$ cat src/hw/rtl/nvqt_pkg.sv
// nvqt_pkg: shared constants, codes and structs for the nvme queue pair tracker
// used by the interfaces' users, the controller, the datapath and the top level
`timescale 1ns / 1ps

package nvqt_pkg;

    localparam int MAX_DEPTH = 64;
    localparam int ID_W      = 6;
    localparam int DEPTH_W   = 7;
    localparam int GRP_SZ    = 8;
    localparam int GRP_N     = MAX_DEPTH / GRP_SZ;
    localparam int POS_W     = 3;
    localparam int GRP_W     = 3;

    localparam logic [1:0] MODE_SUBMIT   = 2'd0;
    localparam logic [1:0] MODE_COMPLETE = 2'd1;
    localparam logic [1:0] MODE_COLLECT  = 2'd2;

    localparam logic [2:0] REJ_NONE     = 3'd0;
    localparam logic [2:0] REJ_NO_ID    = 3'd1;
    localparam logic [2:0] REJ_FULL     = 3'd2;
    localparam logic [2:0] REJ_STALE    = 3'd3;
    localparam logic [2:0] REJ_NOT_DONE = 3'd4;

    typedef struct packed {
        logic [1:0]  mode;
        logic [31:0] command_dword0;
        logic        entry_phase;
        logic [15:0] entry_command_id;
        logic [5:0]  entry_sq_head;
        logic [14:0] entry_status;
        logic [31:0] entry_result;
        logic [5:0]  collect_id;
    } t_req;

    typedef struct packed {
        logic        accepted;
        logic [2:0]  reject_code;
        logic [5:0]  given_id;
        logic [31:0] merged_dword0;
        logic [5:0]  write_slot;
        logic [5:0]  tail_doorbell;
        logic [5:0]  head_doorbell;
        logic [14:0] done_status;
        logic [31:0] done_result;
        logic        success;
    } t_rsp;

    // controller to datapath
    typedef struct packed {
        logic capture;
        logic commit;
        logic cfg_load;
        logic normalize;
    } t_cmd;

    // datapath to controller
    typedef struct packed {
        logic norm_done;
    } t_sts;

    // one leaf of the free id search
    typedef struct packed {
        logic             hi_hit;
        logic [POS_W-1:0] hi_pos;
        logic             lo_hit;
        logic [POS_W-1:0] lo_pos;
    } t_grp;

    function automatic logic [DEPTH_W-1:0] clamp_depth(input logic [DEPTH_W-1:0] v);
        logic [DEPTH_W-1:0] d;
        d = v;
        if (v < DEPTH_W'(2)) begin
            d = DEPTH_W'(2);
        end else if (v > DEPTH_W'(MAX_DEPTH)) begin
            d = DEPTH_W'(MAX_DEPTH);
        end
        return d;
    endfunction

endpackage

$ cat src/hw/rtl/nvqt_if.sv
// nvqt_req_if / nvqt_rsp_if: valid/ready channels for requests and results
// field widths follow nvqt_pkg's t_req and t_rsp
`timescale 1ns / 1ps

interface nvqt_req_if;
    logic        valid;
    logic        ready;
    logic [1:0]  mode;
    logic [31:0] command_dword0;
    logic        entry_phase;
    logic [15:0] entry_command_id;
    logic [5:0]  entry_sq_head;
    logic [14:0] entry_status;
    logic [31:0] entry_result;
    logic [5:0]  collect_id;

    modport source (
        output valid, mode, command_dword0, entry_phase, entry_command_id,
               entry_sq_head, entry_status, entry_result, collect_id,
        input  ready
    );
    modport sink (
        input  valid, mode, command_dword0, entry_phase, entry_command_id,
               entry_sq_head, entry_status, entry_result, collect_id,
        output ready
    );
endinterface

interface nvqt_rsp_if;
    logic        valid;
    logic        ready;
    logic        accepted;
    logic [2:0]  reject_code;
    logic [5:0]  given_id;
    logic [31:0] merged_dword0;
    logic [5:0]  write_slot;
    logic [5:0]  tail_doorbell;
    logic [5:0]  head_doorbell;
    logic [14:0] done_status;
    logic [31:0] done_result;
    logic        success;

    modport source (
        output valid, accepted, reject_code, given_id, merged_dword0, write_slot,
               tail_doorbell, head_doorbell, done_status, done_result, success,
        input  ready
    );
    modport sink (
        input  valid, accepted, reject_code, given_id, merged_dword0, write_slot,
               tail_doorbell, head_doorbell, done_status, done_result, success,
        output ready
    );
endinterface

$ cat src/hw/rtl/nvme_io_queue_pair_tracker_unit.sv
// a request accepted into the capture register has its result registered when it
// commits from the execute state, needed by the registered first level of the free
// id search and the registered status/result store read; commit waits while an
// undrained result is held, and no request is taken before it. a config write keeps
// the request side not ready while start point and tail are reduced to the new depth
// reset (synchronous, active low) clears id flags and pointers, sets phase 1, depth 64
`timescale 1ns / 1ps

module nvme_io_queue_pair_tracker_unit import nvqt_pkg::*; (
    input  logic               i_clk,
    input  logic               i_rst_n,
    nvqt_req_if.sink           i_req,
    nvqt_rsp_if.source         o_rsp,
    input  logic               i_cfg_wr_en,
    input  logic [DEPTH_W-1:0] i_cfg_wr_data
);

    t_cmd cmd;
    t_sts sts;
    t_req req;
    t_rsp rsp;

    always_comb begin
        req.mode             = i_req.mode;
        req.command_dword0   = i_req.command_dword0;
        req.entry_phase      = i_req.entry_phase;
        req.entry_command_id = i_req.entry_command_id;
        req.entry_sq_head    = i_req.entry_sq_head;
        req.entry_status     = i_req.entry_status;
        req.entry_result     = i_req.entry_result;
        req.collect_id       = i_req.collect_id;
    end

    nvqt_ctrl u_ctrl (
        .i_clk       (i_clk),
        .i_rst_n     (i_rst_n),
        .i_req_valid (i_req.valid),
        .o_req_ready (i_req.ready),
        .i_cfg_wr_en (i_cfg_wr_en),
        .i_sts       (sts),
        .o_cmd       (cmd),
        .o_rsp_valid (o_rsp.valid),
        .i_rsp_ready (o_rsp.ready)
    );

    nvqt_dp u_dp (
        .i_clk         (i_clk),
        .i_rst_n       (i_rst_n),
        .i_cmd         (cmd),
        .o_sts         (sts),
        .i_req         (req),
        .i_cfg_wr_data (i_cfg_wr_data),
        .o_rsp         (rsp)
    );

    assign o_rsp.accepted      = rsp.accepted;
    assign o_rsp.reject_code   = rsp.reject_code;
    assign o_rsp.given_id      = rsp.given_id;
    assign o_rsp.merged_dword0 = rsp.merged_dword0;
    assign o_rsp.write_slot    = rsp.write_slot;
    assign o_rsp.tail_doorbell = rsp.tail_doorbell;
    assign o_rsp.head_doorbell = rsp.head_doorbell;
    assign o_rsp.done_status   = rsp.done_status;
    assign o_rsp.done_result   = rsp.done_result;
    assign o_rsp.success       = rsp.success;

endmodule

$ cat src/hw/rtl/nvqt_ctrl.sv
// nvqt_ctrl: sequencing of request capture, execute/commit, pointer normalization
// and the result valid flag; depends on nvqt_pkg
`timescale 1ns / 1ps

module nvqt_ctrl import nvqt_pkg::*; (
    input  logic i_clk,
    input  logic i_rst_n,
    input  logic i_req_valid,
    output logic o_req_ready,
    input  logic i_cfg_wr_en,
    input  t_sts i_sts,
    output t_cmd o_cmd,
    output logic o_rsp_valid,
    input  logic i_rsp_ready
);

    typedef enum logic [1:0] {
        ST_IDLE,
        ST_EXEC,
        ST_NORM
    } t_state;

    t_state r_state, n_state;
    logic   r_rsp_valid, n_rsp_valid;
    logic   accept;
    logic   commit;

    assign o_req_ready = (r_state == ST_IDLE) && !i_cfg_wr_en;
    assign accept      = i_req_valid && o_req_ready;
    // result register must be empty or draining this cycle
    assign commit      = (r_state == ST_EXEC) && (!r_rsp_valid || i_rsp_ready);

    always_comb begin
        o_cmd.capture   = accept;
        o_cmd.commit    = commit;
        o_cmd.cfg_load  = i_cfg_wr_en;
        o_cmd.normalize = (r_state == ST_NORM);
    end

    always_comb begin
        n_state = r_state;
        unique case (r_state)
            ST_IDLE: begin
                if (i_cfg_wr_en) begin
                    n_state = ST_NORM;
                end else if (accept) begin
                    n_state = ST_EXEC;
                end
            end
            ST_EXEC: begin
                if (commit) begin
                    n_state = ST_IDLE;
                end
            end
            ST_NORM: begin
                if (!i_cfg_wr_en && i_sts.norm_done) begin
                    n_state = ST_IDLE;
                end
            end
            default: n_state = ST_IDLE;
        endcase

        n_rsp_valid = r_rsp_valid;
        if (commit) begin
            n_rsp_valid = 1'b1;
        end else if (i_rsp_ready) begin
            n_rsp_valid = 1'b0;
        end
    end

    always_ff @(posedge i_clk) begin
        if (!i_rst_n) begin
            r_state     <= ST_IDLE;
            r_rsp_valid <= 1'b0;
        end else begin
            r_state     <= n_state;
            r_rsp_valid <= n_rsp_valid;
        end
    end

    assign o_rsp_valid = r_rsp_valid;

endmodule

$ cat src/hw/rtl/nvqt_dp.sv
// nvqt_dp: id table flags, status/result store, ring pointers, free id search
// and result register; driven by nvqt_ctrl commands, depends on nvqt_pkg
`timescale 1ns / 1ps

module nvqt_dp import nvqt_pkg::*; (
    input  logic               i_clk,
    input  logic               i_rst_n,
    input  t_cmd               i_cmd,
    output t_sts               o_sts,
    input  t_req               i_req,
    input  logic [DEPTH_W-1:0] i_cfg_wr_data,
    output t_rsp               o_rsp
);

    logic [DEPTH_W-1:0]   r_depth;
    logic [MAX_DEPTH-1:0] r_busy;
    logic [MAX_DEPTH-1:0] r_fin;
    logic [ID_W-1:0]      r_ss;
    logic [ID_W-1:0]      r_ss_mod;
    logic [ID_W-1:0]      r_tail;
    logic [ID_W-1:0]      r_tail_mod;
    logic [ID_W-1:0]      r_sq_head;
    logic [ID_W-1:0]      r_cq_head;
    logic                 r_phase;

    t_req                 r_req;
    logic [46:0]          r_rd;
    t_grp                 r_grp [GRP_N];
    t_grp                 n_grp [GRP_N];
    t_rsp                 r_rsp, n_rsp;

    // status in the upper bits, result in the lower
    logic [46:0]          mem [MAX_DEPTH];

    logic                 found;
    logic [ID_W-1:0]      cid;
    logic [ID_W-1:0]      ss_next;
    logic [ID_W-1:0]      tail_next;
    logic                 ring_full;
    logic                 phase_ok;
    logic                 id_in_range;
    logic [ID_W-1:0]      cq_next;
    logic                 cq_wrap;
    logic                 coll_done;
    logic                 ss_ge;
    logic                 tail_ge;

    // first level of the search: per group of eight, first free id at or
    // above the start point and first free id anywhere
    always_comb begin
        logic [DEPTH_W-1:0] idx;
        logic               free;
        for (int g = 0; g < GRP_N; g++) begin
            n_grp[g] = '0;
            for (int b = GRP_SZ - 1; b >= 0; b--) begin
                idx  = DEPTH_W'(g * GRP_SZ + b);
                free = !r_busy[idx[ID_W-1:0]] && (idx < r_depth);
                if (free) begin
                    n_grp[g].lo_hit = 1'b1;
                    n_grp[g].lo_pos = POS_W'(b);
                    if (idx >= {1'b0, r_ss_mod}) begin
                        n_grp[g].hi_hit = 1'b1;
                        n_grp[g].hi_pos = POS_W'(b);
                    end
                end
            end
        end
    end

    always_ff @(posedge i_clk) begin
        for (int g = 0; g < GRP_N; g++) begin
            r_grp[g] <= n_grp[g];
        end
    end

    // second level: pick the first group, wrapping to the lowest free id if none is at or above the start point
    always_comb begin
        logic            hi_found, lo_found;
        logic [ID_W-1:0] hi_cid, lo_cid;
        hi_found = 1'b0;
        lo_found = 1'b0;
        hi_cid   = '0;
        lo_cid   = '0;
        for (int g = GRP_N - 1; g >= 0; g--) begin
            if (r_grp[g].hi_hit) begin
                hi_found = 1'b1;
                hi_cid   = {GRP_W'(g), r_grp[g].hi_pos};
            end
            if (r_grp[g].lo_hit) begin
                lo_found = 1'b1;
                lo_cid   = {GRP_W'(g), r_grp[g].lo_pos};
            end
        end
        found = hi_found || lo_found;
        cid   = hi_found ? hi_cid : lo_cid;
    end

    always_comb begin
        logic [DEPTH_W-1:0] cid_p1, tail_p1, cq_p1;
        cid_p1      = {1'b0, cid} + DEPTH_W'(1);
        ss_next     = (cid_p1 == r_depth) ? '0 : cid_p1[ID_W-1:0];
        tail_p1     = {1'b0, r_tail_mod} + DEPTH_W'(1);
        tail_next   = (tail_p1 == r_depth) ? '0 : tail_p1[ID_W-1:0];
        ring_full   = (tail_next == r_sq_head);
        phase_ok    = (r_req.entry_phase == r_phase);
        id_in_range = (r_req.entry_command_id < 16'(r_depth));
        cq_p1       = {1'b0, r_cq_head} + DEPTH_W'(1);
        cq_wrap     = (cq_p1 >= r_depth);
        cq_next     = cq_wrap ? '0 : cq_p1[ID_W-1:0];
        coll_done   = r_fin[r_req.collect_id];
        ss_ge       = ({1'b0, r_ss_mod} >= r_depth);
        tail_ge     = ({1'b0, r_tail_mod} >= r_depth);
    end

    assign o_sts.norm_done = !ss_ge && !tail_ge;

    always_comb begin
        n_rsp = '0;
        unique case (r_req.mode)
            MODE_SUBMIT: begin
                if (!found) begin
                    n_rsp.reject_code = REJ_NO_ID;
                end else if (ring_full) begin
                    n_rsp.reject_code = REJ_FULL;
                end else begin
                    n_rsp.accepted      = 1'b1;
                    n_rsp.given_id      = cid;
                    n_rsp.merged_dword0 = {10'b0, cid, r_req.command_dword0[15:0]};
                    n_rsp.write_slot    = r_tail_mod;
                    n_rsp.tail_doorbell = tail_next;
                end
            end
            MODE_COMPLETE: begin
                if (!phase_ok) begin
                    n_rsp.reject_code = REJ_STALE;
                end else begin
                    n_rsp.accepted      = 1'b1;
                    n_rsp.head_doorbell = cq_next;
                end
            end
            MODE_COLLECT: begin
                if (!coll_done) begin
                    n_rsp.reject_code = REJ_NOT_DONE;
                end else begin
                    n_rsp.accepted    = 1'b1;
                    n_rsp.done_status = r_rd[46:32];
                    n_rsp.done_result = r_rd[31:0];
                    n_rsp.success     = (r_rd[46:32] == 15'd0);
                end
            end
            default: n_rsp = '0;
        endcase
    end

    // request capture, registered table read and result register
    always_ff @(posedge i_clk) begin
        if (i_cmd.capture) begin
            r_req <= i_req;
            r_rd  <= mem[i_req.collect_id];
        end
        if (i_cmd.commit) begin
            r_rsp <= n_rsp;
        end
    end

    always_ff @(posedge i_clk) begin
        if (i_cmd.commit && (r_req.mode == MODE_COMPLETE) && phase_ok && id_in_range) begin
            mem[r_req.entry_command_id[ID_W-1:0]] <= {r_req.entry_status, r_req.entry_result};
        end
    end

    always_ff @(posedge i_clk) begin
        if (!i_rst_n) begin
            r_depth    <= DEPTH_W'(MAX_DEPTH);
            r_busy     <= '0;
            r_fin      <= '0;
            r_ss       <= '0;
            r_ss_mod   <= '0;
            r_tail     <= '0;
            r_tail_mod <= '0;
            r_sq_head  <= '0;
            r_cq_head  <= '0;
            r_phase    <= 1'b1;
        end else if (i_cmd.cfg_load) begin
            // reduce the start point and tail against the new depth afterwards
            r_depth    <= clamp_depth(i_cfg_wr_data);
            r_ss_mod   <= r_ss;
            r_tail_mod <= r_tail;
        end else if (i_cmd.normalize) begin
            if (ss_ge) begin
                r_ss_mod <= r_ss_mod - r_depth[ID_W-1:0];
            end
            if (tail_ge) begin
                r_tail_mod <= r_tail_mod - r_depth[ID_W-1:0];
            end
        end else if (i_cmd.commit) begin
            case (r_req.mode)
                MODE_SUBMIT: begin
                    if (found) begin
                        // start point advances even when the ring is full
                        r_busy[cid] <= !ring_full;
                        r_fin[cid]  <= 1'b0;
                        r_ss        <= ss_next;
                        r_ss_mod    <= ss_next;
                        if (!ring_full) begin
                            r_tail     <= tail_next;
                            r_tail_mod <= tail_next;
                        end
                    end
                end
                MODE_COMPLETE: begin
                    if (phase_ok) begin
                        if (id_in_range) begin
                            r_fin[r_req.entry_command_id[ID_W-1:0]] <= 1'b1;
                        end
                        r_sq_head <= r_req.entry_sq_head;
                        r_cq_head <= cq_next;
                        if (cq_wrap) begin
                            r_phase <= !r_phase;
                        end
                    end
                end
                MODE_COLLECT: begin
                    if (coll_done) begin
                        r_busy[r_req.collect_id] <= 1'b0;
                        r_fin[r_req.collect_id]  <= 1'b0;
                    end
                end
                default: ;
            endcase
        end
    end

    assign o_rsp = r_rsp;

endmodule

$ cat src/flat_wrapper.sv
// flat-port wrapper written by rule: the top's interface ports become plain ports
module nvme_io_queue_pair_tracker_unit_flat import nvqt_pkg::*;
  (i_clk, i_rst_n, i_cfg_wr_en, i_cfg_wr_data, i_req_valid, i_req_mode, i_req_command_dword0, i_req_entry_phase, i_req_entry_command_id, i_req_entry_sq_head, i_req_entry_status, i_req_entry_result, i_req_collect_id, i_req_ready, o_rsp_valid, o_rsp_accepted, o_rsp_reject_code, o_rsp_given_id, o_rsp_merged_dword0, o_rsp_write_slot, o_rsp_tail_doorbell, o_rsp_head_doorbell, o_rsp_done_status, o_rsp_done_result, o_rsp_success, o_rsp_ready);
  nvqt_req_if i_req_i ();
  nvqt_rsp_if o_rsp_i ();
  input  logic i_clk;
  input  logic i_rst_n;
  input  logic i_cfg_wr_en;
  input  logic [DEPTH_W-1:0] i_cfg_wr_data;
  input wire logic [$bits(i_req_i.valid)-1:0] i_req_valid;
  input wire logic [$bits(i_req_i.mode)-1:0] i_req_mode;
  input wire logic [$bits(i_req_i.command_dword0)-1:0] i_req_command_dword0;
  input wire logic [$bits(i_req_i.entry_phase)-1:0] i_req_entry_phase;
  input wire logic [$bits(i_req_i.entry_command_id)-1:0] i_req_entry_command_id;
  input wire logic [$bits(i_req_i.entry_sq_head)-1:0] i_req_entry_sq_head;
  input wire logic [$bits(i_req_i.entry_status)-1:0] i_req_entry_status;
  input wire logic [$bits(i_req_i.entry_result)-1:0] i_req_entry_result;
  input wire logic [$bits(i_req_i.collect_id)-1:0] i_req_collect_id;
  output wire logic [$bits(i_req_i.ready)-1:0] i_req_ready;
  output wire logic [$bits(o_rsp_i.valid)-1:0] o_rsp_valid;
  output wire logic [$bits(o_rsp_i.accepted)-1:0] o_rsp_accepted;
  output wire logic [$bits(o_rsp_i.reject_code)-1:0] o_rsp_reject_code;
  output wire logic [$bits(o_rsp_i.given_id)-1:0] o_rsp_given_id;
  output wire logic [$bits(o_rsp_i.merged_dword0)-1:0] o_rsp_merged_dword0;
  output wire logic [$bits(o_rsp_i.write_slot)-1:0] o_rsp_write_slot;
  output wire logic [$bits(o_rsp_i.tail_doorbell)-1:0] o_rsp_tail_doorbell;
  output wire logic [$bits(o_rsp_i.head_doorbell)-1:0] o_rsp_head_doorbell;
  output wire logic [$bits(o_rsp_i.done_status)-1:0] o_rsp_done_status;
  output wire logic [$bits(o_rsp_i.done_result)-1:0] o_rsp_done_result;
  output wire logic [$bits(o_rsp_i.success)-1:0] o_rsp_success;
  input wire logic [$bits(o_rsp_i.ready)-1:0] o_rsp_ready;
  assign i_req_i.valid = i_req_valid;
  assign i_req_i.mode = i_req_mode;
  assign i_req_i.command_dword0 = i_req_command_dword0;
  assign i_req_i.entry_phase = i_req_entry_phase;
  assign i_req_i.entry_command_id = i_req_entry_command_id;
  assign i_req_i.entry_sq_head = i_req_entry_sq_head;
  assign i_req_i.entry_status = i_req_entry_status;
  assign i_req_i.entry_result = i_req_entry_result;
  assign i_req_i.collect_id = i_req_collect_id;
  assign i_req_ready = i_req_i.ready;
  assign o_rsp_valid = o_rsp_i.valid;
  assign o_rsp_accepted = o_rsp_i.accepted;
  assign o_rsp_reject_code = o_rsp_i.reject_code;
  assign o_rsp_given_id = o_rsp_i.given_id;
  assign o_rsp_merged_dword0 = o_rsp_i.merged_dword0;
  assign o_rsp_write_slot = o_rsp_i.write_slot;
  assign o_rsp_tail_doorbell = o_rsp_i.tail_doorbell;
  assign o_rsp_head_doorbell = o_rsp_i.head_doorbell;
  assign o_rsp_done_status = o_rsp_i.done_status;
  assign o_rsp_done_result = o_rsp_i.done_result;
  assign o_rsp_success = o_rsp_i.success;
  assign o_rsp_i.ready = o_rsp_ready;
  nvme_io_queue_pair_tracker_unit u_core (.i_clk(i_clk), .i_rst_n(i_rst_n), .i_req(i_req_i), .o_rsp(o_rsp_i), .i_cfg_wr_en(i_cfg_wr_en), .i_cfg_wr_data(i_cfg_wr_data));
endmodule
$ cat config.mk
export PLATFORM = sky130hd
export DESIGN_NAME = nvme_io_queue_pair_tracker_unit_flat
export DESIGN_NICKNAME = d
export VERILOG_FILES = /design/src/hw/rtl/nvqt_pkg.sv /design/src/hw/rtl/nvqt_if.sv /design/src/hw/rtl/nvme_io_queue_pair_tracker_unit.sv /design/src/hw/rtl/nvqt_ctrl.sv /design/src/hw/rtl/nvqt_dp.sv /design/src/flat_wrapper.sv
export SDC_FILE = /design/constraint.sdc
export NUM_CORES = 2
export LEC_CHECK = 0
export BUFFER_PORTS_ARGS = -buffer_cell sky130_fd_sc_hd__buf_4
export CAP_MARGIN = 10
export CORE_MARGIN = 10
export CORE_UTILIZATION = 30
export CTS_CLUSTER_DIAMETER = 60
export DETAILED_ROUTE_END_ITERATION = 8
export GPL_TIMING_DRIVEN = 0
export HOLD_SLACK_MARGIN = 0.03
export MAX_ROUTING_LAYER = met4
export SYNTH_ARGS = -nofsm -noshare
export SYNTH_HDL_FRONTEND = slang
export SYNTH_SLANG_ARGS = --single-unit
$ cat constraint.sdc
create_clock -name i_clk -period 5.7 [get_ports i_clk]
set_input_delay 1.14 -clock i_clk [delete_from_list [all_inputs] [get_ports i_clk]]
set_output_delay 1.14 -clock i_clk [all_outputs]
set_load 0.01 [all_outputs]
==> metrics <==
RSZ-0062 raised after global routing false; via count ~76000; Post-synth top flop edfxtp_1; area delta synth->final 20.06%; crit path DAT 6070 ps; CTS Buf Count 369; die width between 600 and 700 um; Synth Area in Compound Gates a little under 4%; die area roughly 490000 sq um; Post-Synth Adder-Cell Area less than 1%; fin. max-slew vios 0; Fin. Hold Viols 0; Avg Cell Area, Syn 19.61 sq um; CTS sink count 3480; FF-to-FF setup slack 240 ps; row count approximately 250; layout net count 8080; maximum clock path buffer count 4; cell taking the most area after synthesis edfxtp_1; slew at the pin closest to its max-slew limit 1339 ps; All-Layer GR Usage 17.49%; reg2reg end u_core.u_dp.mem[62][11]; final antenna-violating net count 0; Syn Std Cell Area approximately 140000 sq um; max frequency roughly 180 MHz; # IOs 232; run status complete, no violations; first-pass GRT wire length 596100 um; hold slack between 300 and 400 ps; area of the multi-input gates 34310 sq um; Synth async-reset ratio 0%; HP Start i_req_entry_result[18]; Detailed Route Iter0 Violations 9919; reg-to-reg startpoint u_core.u_dp.r_depth[6]; Max-slew headroom 10.74%; clk root buf clkbuf_16; Final Non-Filler Cells between 10000 and 15000; vias per inst 5.268; final worst path period share 95.84%; Final Util 36.20%; DRT Pass-1 Iters 7; largest family of logic cells by synthesized area multiplexers; clk slew on worst S/H paths 60 ps; most common cell in the netlist edfxtp_1; Finish-stage setup viols 0; Commonest cells post-synth edfxtp_1 (3241), mux4_2 (982), nand2_1 (410); Filler cells 41790; Reg area 102100 sq um; Clock Skews 92.60 ps; number of global-route vias before repair 75260; Setup TNS Final 0 ps; worst skew pair latency 960 ps; initial antenna violation count 30; Initial Util between 30% and 40%; IO buf count 204; EDFF count, synth 3241; Synth Instances ~7000; grt total ovfl 0; Hold Path End u_core.u_dp.r_req[24]; dominant cells by area after synthesis edfxtp_1 (71%), mux4_2 (16%), dfxtp_1 (3.5%), nand2_1 (1.1%), a21oi_1 (0.95%); sequential area share after synthesis about three quarters; Hold WC Path Type input pin to flop; Min-Delay Path Depth 1; largest net degree at the start of global routing between 40 and 50; Synth Area in XOR/XNOR less than 1%; crit end category flop; core area between 400000 and 500000 sq um; Final Wtd Congestion 0.9337; YS warnings 0; simple-gate area share of the yosys netlist 3.712%; Worst setup SP type flop; TritonCTS clock tree built; Crit Path Class flop to flop; DRC Markers 0; worst-path fanout max 19; Die Height 697.6 um; final wirelength 429700 um; WL/cell approximately 30 um; Max Cap Viol 0; Inst Count DP 13600; Peak VDD IR about 250 uV; H-tree depth 5; fin crit period 5463 ps; Synth cell types 83; Worst R2R Path Depth 13; flops & latches, synth 3480; layout cells sized above 1 27.13%; post-synth top area share 70.66%; multiplexer share of the synthesized area 16.32%; Critical Path RT ~6300 ps; LEAKAGE 0.05129 uW; DP Wirelength 306300 um; PwrDens roughly 330 nW/um^2
[logic make-up (layout without fill, tap and decap cells)]
family	Yosys count	count (layout)
flops	3480	3480
simple gates	1112	1112
mux	1016	1016
compound gates	880	880
buf+inv	472	1673
xor+xnor	32	32
fa+ha+maj	30	30
other cells	1	30
[worst max-delay path by stage]
stage | startpoint | end | slack (ps) | cells past startpoint
after floorplan | i_cfg_wr_en | u_core.u_dp.r_rd[0] | 9 | 4
after CTS | u_core.u_dp.r_depth[6] | u_core.u_dp.mem[4][0] | 150 | 13
after global routing | u_core.u_dp.r_depth[6] | u_core.u_dp.mem[23][41] | 70 | 16
after detailed placement | u_core.u_dp.r_depth[6] | u_core.u_dp.mem[23][14] | -1320 | 13
final | u_core.u_dp.r_depth[6] | u_core.u_dp.mem[62][11] | 240 | 13
after global placement | u_core.u_dp.r_req[73] | u_core.u_dp.mem[55][32] | -5880 | 7
[cell usage in the layout (no fill, tap or decap), drive strengths merged, types with 14 or more instances in the layout]
cell | Yosys | routed
mux2 | 14 | 14
a21boi | 55 | 55
nor2b | 29 | 29
nand2 | 410 | 410
nor3b | 14 | 14
nor3 | 71 | 71
and3 | 54 | 54
nor2 | 302 | 302
a21oi | 262 | 262
nand2b | 25 | 25
o31ai | 15 | 15
inv | 42 | 70
o21a | 15 | 15
clkinv | 5 | 166
o22ai | 49 | 49
bufinv | 0 | 26
dfxtp | 239 | 239
mux4 | 982 | 982
ha | 28 | 28
edfxtp | 3241 | 3241
a31oi | 84 | 84
o21ai | 238 | 238
a32o | 19 | 19
and2 | 70 | 70
a21o | 19 | 19
clkinvlp | 0 | 14
diode | 0 | 20
nand3 | 64 | 64
xnor2 | 17 | 17
nor4 | 18 | 18
mux2i | 20 | 20
a221oi | 16 | 16
clkbuf | 287 | 735
buf | 138 | 662
a211oi | 15 | 15
[power breakdown]
| group | internal, uW | leakage [uW] | switching (uW) |
|---|---|---|---|
| combinational | 1200 | 0.0144 | 1810 |
| clock | 13300 | 0.00576 | 10200 |
| sequential | 27900 | 0.0311 | 122 |
| total | 42400 | 0.0513 | 12100 |
[stage by stage]
step                      setup WS (ps)  area, sq um  total power (uW)
after CTS                         146.2       164900             54990
after global placement            -5883       147000             31380
final                             237.3       165400             54570
after detailed placement          -1318       152700             31550
after global routing              72.44       165300             56160
after floorplan                   8.512       137800             30200
[timing repair]
item                        CTS  global route
pin swaps                    14             5
cloned                        0             0
resized for setup             6             4
setup endpoints to repair  3006           342
setup buffers                47            19
hold buffers                  0             0
[per-layer routing]
| layer | track usage (%) | part of all wire, % | up-vias |
|---|---|---|---|
| li1 | - | - | 30840 |
| met1 | 22.40 | 40 | 40380 |
| met2 | 28.26 | 49 | 3776 |
| met3 | 3.259 | 8.1 | 756 |
| met4 | 5.529 | 3.5 | 0 |
| met5 | - | 0 | - |
[critical path, stage by stage (launching register included)]
cell	delay [ps]
dfxtp_1	310
clkbuf_1	360
clkbuf_1	510
clkinvlp_4	500
ha_1	450
a211oi_1	260
nand3_1	100
a31oi_1	160
o21ai_1	390
nor3_4	250
buf_4	220
nand2_1	580
nor2_4	720
buf_12	270
[flip-flops by register name (all words and copies together) (netlist names), 7 cells and up]
name                 flops
u_core.u_dp.r_req       94
u_core.u_dp.r_busy      64
u_core.u_dp.o_rsp       92
u_core.u_dp.r_grp       64
u_core.u_dp.r_depth      7
u_core.u_dp.r_fin       64
u_core.u_dp.mem       3008
u_core.u_dp.r_rd        47
[final cells by class]
| type | instances | share of cell area, % |
|---|---|---|
| tap | 6125 | 4.635 |
| multi-input combinational | 3080 | 20.75 |
| buffer | 425 | 1.050 |
| clock buffer | 447 | 5.838 |
| inverter | 47 | 0.1120 |
| clock inverter | 229 | 1.297 |
| antenna | 20 | 0.03027 |
| sequential | 3480 | 61.75 |
| timing repair buffer | 525 | 4.541 |
No activity file was read; power rests on OpenSTA's default activity.
